==> config.mk <==
export PLATFORM = sky130hd
export DESIGN_NAME = fft_size_round_up_235_core
export DESIGN_NICKNAME = d
export VERILOG_FILES = /design/src/rtl/fsru_pkg.sv /design/src/rtl/fsru_dp.sv /design/src/rtl/fsru_ctrl.sv /design/src/rtl/fft_size_round_up_235_core.sv
export VERILOG_INCLUDE_DIRS = /design/src /design/src/rtl
export SDC_FILE = /design/constraint.sdc
export NUM_CORES = 1
export LEC_CHECK = 0
export BUFFER_PORTS_ARGS = -buffer_cell sky130_fd_sc_hd__buf_2
export CAP_MARGIN = 20
export CORE_ASPECT_RATIO = 0.7
export CORE_UTILIZATION = 43
export DETAILED_ROUTE_END_ITERATION = 12
export GPL_TIMING_DRIVEN = 0
export PLACE_DENSITY = 0.58
export SLEW_MARGIN = 40
export SYNTH_ARGS = -nofsm -noshare
export SYNTH_HDL_FRONTEND = slang
export SYNTH_SLANG_ARGS = --single-unit
==> constraint.sdc <==
create_clock -name clk_i -period 11.6 [get_ports clk_i]
set_input_delay 2.32 -clock clk_i [delete_from_list [all_inputs] [get_ports clk_i]]
set_output_delay 2.32 -clock clk_i [all_outputs]
set_load 0.01 [all_outputs]
==> src/rtl/fft_size_round_up_235_core_assert.svh <==
// Assertion macros for the 5-smooth length rounding core.
`ifndef FFT_SIZE_ROUND_UP_235_CORE_ASSERT_SVH
`define FFT_SIZE_ROUND_UP_235_CORE_ASSERT_SVH
`ifndef SYNTHESIS
`define FSRU_ASSERT_IMPL(lbl, ante, cons, msg) \
  lbl: assert property (@(posedge clk_i) disable iff (!rst_ni) (ante) |-> (cons)) \
    else $error(msg);
`define FSRU_ASSERT_NEXT(lbl, ante, cons, msg) \
  lbl: assert property (@(posedge clk_i) disable iff (!rst_ni) (ante) |=> (cons)) \
    else $error(msg);
`else
`define FSRU_ASSERT_IMPL(lbl, ante, cons, msg)
`define FSRU_ASSERT_NEXT(lbl, ante, cons, msg)
`endif
`endif

==> src/rtl/fsru_pkg.sv <==
// Shared types, constants and command codes of the 5-smooth length rounding core.
`timescale 1ns / 1ps
`default_nettype none
package fsru_pkg;

  localparam int unsigned LEN_W = 13;

  typedef logic [LEN_W-1:0] len_t;

  localparam len_t LEN_MAX = {LEN_W{1'b1}};

  // Inverse of an odd constant modulo 2**LEN_W by Newton iteration; elaboration only.
  function automatic len_t inv_mod(input len_t d);
    len_t inv;
    inv = d;
    for (int i = 0; i < 5; i++) begin
      inv = len_t'(inv * len_t'(len_t'(2) - len_t'(d * inv)));
    end
    return inv;
  endfunction

  localparam len_t INV3 = inv_mod(len_t'(3));
  localparam len_t INV5 = inv_mod(len_t'(5));
  // A product with the inverse at or below these limits is the exact quotient.
  localparam len_t LIM3 = len_t'(LEN_MAX / 3);
  localparam len_t LIM5 = len_t'(LEN_MAX / 5);

  typedef enum logic [2:0] {
    CMD_NONE,
    CMD_LOAD,
    CMD_STRIP,
    CMD_NEXT,
    CMD_FOUND,
    CMD_OVF
  } dp_cmd_e;

  typedef struct packed {
    logic has_factor;
    logic cof_one;
    logic trial_max;
  } dp_status_t;

  typedef enum logic {
    ST_IDLE,
    ST_RUN
  } ctrl_state_e;

endpackage
`default_nettype wire

==> src/rtl/fsru_dp.sv <==
// Datapath: trial value, cofactor stripping by 2, 3 and 5, and the result register.
`timescale 1ns / 1ps
`default_nettype none
module fsru_dp (
  input  wire logic             clk_i,
  input  wire logic             rst_ni,
  input  wire fsru_pkg::len_t   requested_length_i,
  input  wire fsru_pkg::dp_cmd_e cmd_i,
  output fsru_pkg::dp_status_t  status_o,
  output fsru_pkg::len_t        smooth_length_o
);
  import fsru_pkg::*;

  len_t trial_q, trial_d;
  len_t cof_q, cof_d;
  len_t result_q, result_d;
  len_t q3, q5;
  logic div3, div5;

  // Multiplying by the modular inverse gives the quotient when the division is exact.
  assign q3   = len_t'(cof_q * INV3);
  assign q5   = len_t'(cof_q * INV5);
  assign div3 = (q3 <= LIM3);
  assign div5 = (q5 <= LIM5);

  // Fields in declaration order: has_factor, cof_one, trial_max.
  assign status_o = {~cof_q[0] | div3 | div5,
                     cof_q == len_t'(1),
                     trial_q == LEN_MAX};

  always_comb begin
    trial_d  = trial_q;
    cof_d    = cof_q;
    result_d = result_q;
    case (cmd_i)
      CMD_LOAD: begin
        trial_d = (requested_length_i == '0) ? len_t'(1) : requested_length_i;
        cof_d   = trial_d;
      end
      CMD_STRIP: begin
        if (!cof_q[0]) begin
          cof_d = {1'b0, cof_q[LEN_W-1:1]};
        end else if (div3) begin
          cof_d = q3;
        end else begin
          cof_d = q5;
        end
      end
      CMD_NEXT: begin
        trial_d = trial_q + len_t'(1);
        cof_d   = trial_d;
      end
      CMD_FOUND: result_d = trial_q;
      CMD_OVF:   result_d = '0;
      default: ;
    endcase
  end

  always_ff @(posedge clk_i or negedge rst_ni) begin
    if (!rst_ni) begin
      trial_q  <= '0;
      cof_q    <= '0;
      result_q <= '0;
    end else begin
      trial_q  <= trial_d;
      cof_q    <= cof_d;
      result_q <= result_d;
    end
  end

  assign smooth_length_o = result_q;

endmodule
`default_nettype wire

==> src/rtl/fsru_ctrl.sv <==
// Controller: sequences load, strip and next-trial steps and raises the result strobe.
`timescale 1ns / 1ps
`default_nettype none
module fsru_ctrl (
  input  wire logic               clk_i,
  input  wire logic               rst_ni,
  input  wire logic               start,
  input  wire fsru_pkg::dp_status_t status_i,
  output fsru_pkg::dp_cmd_e       cmd_o,
  output logic                    busy,
  output logic                    result_valid_o
);
  import fsru_pkg::*;

  ctrl_state_e state_q, state_d;
  logic done_q, done_d;

  always_ff @(posedge clk_i or negedge rst_ni) begin
    if (!rst_ni) begin
      state_q <= ST_IDLE;
      done_q  <= 1'b0;
    end else begin
      state_q <= state_d;
      done_q  <= done_d;
    end
  end

  always_comb begin
    state_d = state_q;
    cmd_o   = CMD_NONE;
    done_d  = 1'b0;
    case (state_q)
      ST_IDLE: begin
        if (start) begin
          cmd_o   = CMD_LOAD;
          state_d = ST_RUN;
        end
      end
      ST_RUN: begin
        // Strip one factor per cycle; once none divides, judge the trial.
        if (status_i.has_factor) begin
          cmd_o = CMD_STRIP;
        end else if (status_i.cof_one) begin
          cmd_o   = CMD_FOUND;
          done_d  = 1'b1;
          state_d = ST_IDLE;
        end else if (status_i.trial_max) begin
          cmd_o   = CMD_OVF;
          done_d  = 1'b1;
          state_d = ST_IDLE;
        end else begin
          cmd_o = CMD_NEXT;
        end
      end
      default: state_d = ST_IDLE;
    endcase
  end

  assign busy           = (state_q != ST_IDLE);
  assign result_valid_o = done_q;

endmodule
`default_nettype wire

==> src/rtl/fft_size_round_up_235_core.sv <==
// After the accepting edge the core strips factors of 2, 3 and 5 from the trial, checks it
// and steps on until a trial is 5-smooth or the maximum, then raises the strobe; a request
// of 6913 runs trials up to 7200. One item at a time, with a run time set by the gap to the
// next 5-smooth value; busy falls as the strobe rises, so a new transfer may share the
// result's edge. Reset (rst_ni low, asynchronous) idles the controller and clears the
// datapath and the strobe. The receiver cannot stall: each result shows for one cycle.
`timescale 1ns / 1ps
`default_nettype none
`include "fft_size_round_up_235_core_assert.svh"
module fft_size_round_up_235_core (
  input  wire logic           clk_i,
  input  wire logic           rst_ni,
  input  wire logic           start,
  output logic                busy,
  input  wire fsru_pkg::len_t requested_length_i,
  output logic                result_valid_o,
  output fsru_pkg::len_t      smooth_length_o
);
  import fsru_pkg::*;

  dp_cmd_e    cmd;
  dp_status_t status;

  fsru_ctrl u_ctrl (
    .clk_i          (clk_i),
    .rst_ni         (rst_ni),
    .start          (start),
    .status_i       (status),
    .cmd_o          (cmd),
    .busy           (busy),
    .result_valid_o (result_valid_o)
  );

  fsru_dp u_dp (
    .clk_i              (clk_i),
    .rst_ni             (rst_ni),
    .requested_length_i (requested_length_i),
    .cmd_i              (cmd),
    .status_o           (status),
    .smooth_length_o    (smooth_length_o)
  );

  `FSRU_ASSERT_NEXT(a_accept_sets_busy, start && !busy, busy, "busy not set after transfer")
  `FSRU_ASSERT_NEXT(a_strobe_single, result_valid_o, !result_valid_o, "result strobe held")
  `FSRU_ASSERT_IMPL(a_strobe_idle, result_valid_o, !busy, "result strobe while busy")
  `FSRU_ASSERT_NEXT(a_finish_strobe, busy && (cmd == CMD_FOUND || cmd == CMD_OVF),
                    result_valid_o, "finish without result strobe")

endmodule
`default_nettype wire

==> results.md <==
| Quantity | This run |
|:---|:---|
| Top FF cell, synth | dfrtp_1 |
| Critical Path Source Type | flip-flop |
| Initial cell density of the core | 44.6% |
| Post-detailed-route DRC marker count | 0 |
| Count of antenna diodes in the layout | 0 |
| Number of instances in the synthesized netlist | 566 |
| Post-synthesis async set-or-reset flop share | 100% |
| Post-Route Setup TNS | 0 ns |
| Kind of capture point of the worst setup path | flip-flop |
| Total number of H-tree levels | 2 |
| Worst Path Required | 11.74 ns |
| Worst Slack Setup Final | 5.24 ns |
| Number of max-cap violations | 0 |
| Clock tree from TritonCTS | built |
| FF/Latch Area | 0.00103 mm^2 |
| Worst Setup Slack post-DPL | 5.34 ns |
| Number of sinks handled by clock tree synthesis | 41 |
| Number of nets at the end of the flow | 737 |
| Outcome | finished, final reports clean |
| Longest Clk Path Bufs | 2 |
| Via density per instance | 5.55 |
| Placer congestion estimate | 0.962 |
| Hold slack | 0.497 ns |
| I/O Pins | 31 |
| Count of filler cells inserted in the layout | 1151 |
| Series of cell instances along the critical path | clkinv_1, ha_1, ha_1, fa_1, fa_1, inv_1, fa_1, inv_1, ha_1, or3_1, a32o_2, o32ai_4, o21ai_2, buf_4, a21oi_1, a22oi_1 |
| Number of flops mapped to enable cells by yosys | 0 |
| Area taken by multi-input logic gates | 0.00374 mm^2 |
| YS warnings | 0 |
| Arrival time of data at the critical path endpoint | 6.50 ns |
| Measured slew at the worst slew-check pin | 0.724 ns |
| Share of the yosys chip area belonging to registers | 19.4% |
| Net Count, Synth | 700 |
| Number of failing hold endpoints at the final stage | 0 |
| Final setup violation count | 0 |
| Crit-path max cell delay | 0.75 ns |
| Placement Rows | 33 |
| Synth Register Bits | 41 |
| Via count | 4226 |
| Antenna violations before repair | 0 |
| Area overhead of the layout relative to synthesis | 9.87% |
| First-pass GRT wire length | 22.7 mm |
| Port bufs | 30 |
| Post-CTS sizing | 0 |
| GRT Resource Usage Total | 24.0% |
| Largest fanout of any net on the critical path | 11 |
| Max-slew violation count | 0 |
| Fraction of the cycle the final worst path needs | 54.8% |
| Via count of the first global-routing pass | 4044 |
| Maximum number of pins on one net before global-route repair | 42 |
| Max-Slew Margin vs Limit | 51.3% |
| GR Overflow Total | 0 |
| Number of buffers created by CTS | 5 |
| Post-CTS clock slew at the launch and capture registers of the worst setup and hold paths | 0.06 ns |
| Max frequency | 0.157 GHz |
| Commonest cells after routing, fill and taps aside | inv_1 (114), ha_1 (80), dfrtp_1 (41) |
| Clock period minus final worst setup slack | 6.36 ns |
| Total half-perimeter wirelength after legalization and detailed placement | 12.0 mm |
| Maximum clock skew at final layout | 0.00766 ns |
| Synth cell types | 71 |
| Commonest non-fill, non-tap cell in the layout | inv_1 |
| Wire length per cell after detailed routing | 19.0 um |
| Floorplan die area | 0.0127 mm^2 |
| Category of the critical setup timing path | flip-flop to flip-flop |
| Worst reg-to-reg setup slack | 5.24 ns |
| Area of the core | 0.0119 mm^2 |
| Hold buffers post-CTS | 0 |
| Slowest cell on the critical path | dfrtp_1 |
| Share of cells above drive strength 1 | 10.9% |
| Antenna viol nets, final | 0 |
| Overall die height | 94.8 um |
| Setup repair after global routing missed its margin | no |
| Type of the worst min-delay path | flip-flop to flip-flop |
| Clock insertion delay at the later pin of the skew report | 0.29 ns |
| Die X-Extent | 135 um |
| Post-Route WL | 14.5 mm |
| DRT Pass-1 Iters | 5 |
| Clock root buffer master | clkbuf_16 |
| Avg Synthesized Cell Area | 9.34 um^2 |
| Post-CTS setup buffer count | 0 |
| Number of DRC violations after detailed-routing iteration 0 | 362 |
| Summed instance area of the synthesized netlist | 0.00529 mm^2 |
## cells by family after synthesis
group           Yosys count  share of synthesized area (%)
compound gates          119                           17.5
xor+xnor                 45                           7.72
fa+ha+maj               118                           33.3
buf+inv                 130                           9.78
flops                    41                           19.4
mux                      14                           2.75
simple gates             99                           9.52
## cell type report
type                            count  share of cell area (%)
Timing Repair Buffer               30                    2.63
Tap cell                          157                    3.38
Clock inverter                      1                   0.517
Inverter                          116                    7.50
Buffer                             14                    1.40
Clock buffer                        7                    2.46
Sequential cell                    41                    17.7
Multi-Input combinational cell    395                    64.4
## state kept, by name, summed over array words and instances, names as in the netlist
| name | flops |
|---|---|
| u_dp.trial_q | 13 |
| u_dp.smooth_length_o | 13 |
| u_dp.cof_q | 13 |
| u_ctrl.busy | 1 |
| u_ctrl.result_valid_o | 1 |
## critical path, delay by kind of cell (launching register included)
| family | cells | cell delay, ns |
|---|---|---|
| buffers and inverters | 4 | 0.86 |
| adders and majority gates | 6 | 2.85 |
| and+or+nand+nor | 1 | 0.41 |
| AOI/OAI and AO/OA | 5 | 1.33 |
| DFF | 1 | 0.75 |
## metal layers
metal	up-vias	share of wire [%]	GRT usage, %
li1	2008	-	-
met1	2090	54	39.4
met2	116	38	31.9
met3	12	6.7	4.72
met4	0	0.82	3.28
met5	-	0	0
## final timing paths
check,end,start,cells past startpoint
max,u_dp.cof_q[2]$_DFFE_PN0P_,u_dp.cof_q[0]$_DFFE_PN0P_,16
min,u_dp.smooth_length_o[1]$_DFFE_PN0P_,u_dp.smooth_length_o[1]$_DFFE_PN0P_,1
max reg2reg,u_dp.cof_q[2]$_DFFE_PN0P_,u_dp.cof_q[0]$_DFFE_PN0P_,16
min reg2reg,u_dp.smooth_length_o[1]$_DFFE_PN0P_,u_dp.smooth_length_o[1]$_DFFE_PN0P_,1
max in group asynchronous,u_dp.cof_q[9]$_DFFE_PN0P_,rst_ni,1
min in group asynchronous,u_dp.trial_q[1]$_DFFE_PN0P_,rst_ni,1
## metrics by stage
step           cells  util, %  area, um^2
2_1_floorplan    566        -        5290
3_3_place_gp     753     47.5        5630
3_5_place_dp     753     47.5        5630
4_1_cts          761     49.0        5810
5_1_grt          761     49.0        5810
6_report         761     49.0        5810
## cells in the mapped netlist, types with 3 or more instances
master	instances	area [um^2]
inv_1	114	428
ha_1	80	1000
dfrtp_1	41	1030
fa_1	38	761
xnor2_1	35	307
nor2_1	29	109
a21oi_1	18	90.1
a22o_1	16	140
nand2_1	15	56.3
mux2i_1	10	100
nor3_1	10	50.1
o21ai_0	10	50.1
and3_1	9	56.3
nand3_1	9	45.0
xor2_1	9	78.8
a22oi_1	8	60.1
clkbuf_1	7	26.3
a211oi_1	5	37.5
a21o_1	5	37.5
nor2b_1	5	31.3
a221oi_1	4	35.0
a31oi_1	4	25.0
a32oi_1	4	35.0
mux2_2	4	45.0
o21a_1	4	30.0
a2bb2oi_1	3	26.3
buf_4	3	22.5
nor2_2	3	18.8
nor4_1	3	18.8
o21ai_2	3	26.3
o21bai_1	3	22.5
o31a_1	3	26.3
Power is left out: the tool's default activity adds up to more than one toggle a clock period on the data nets, which glitch-free logic cannot reach.
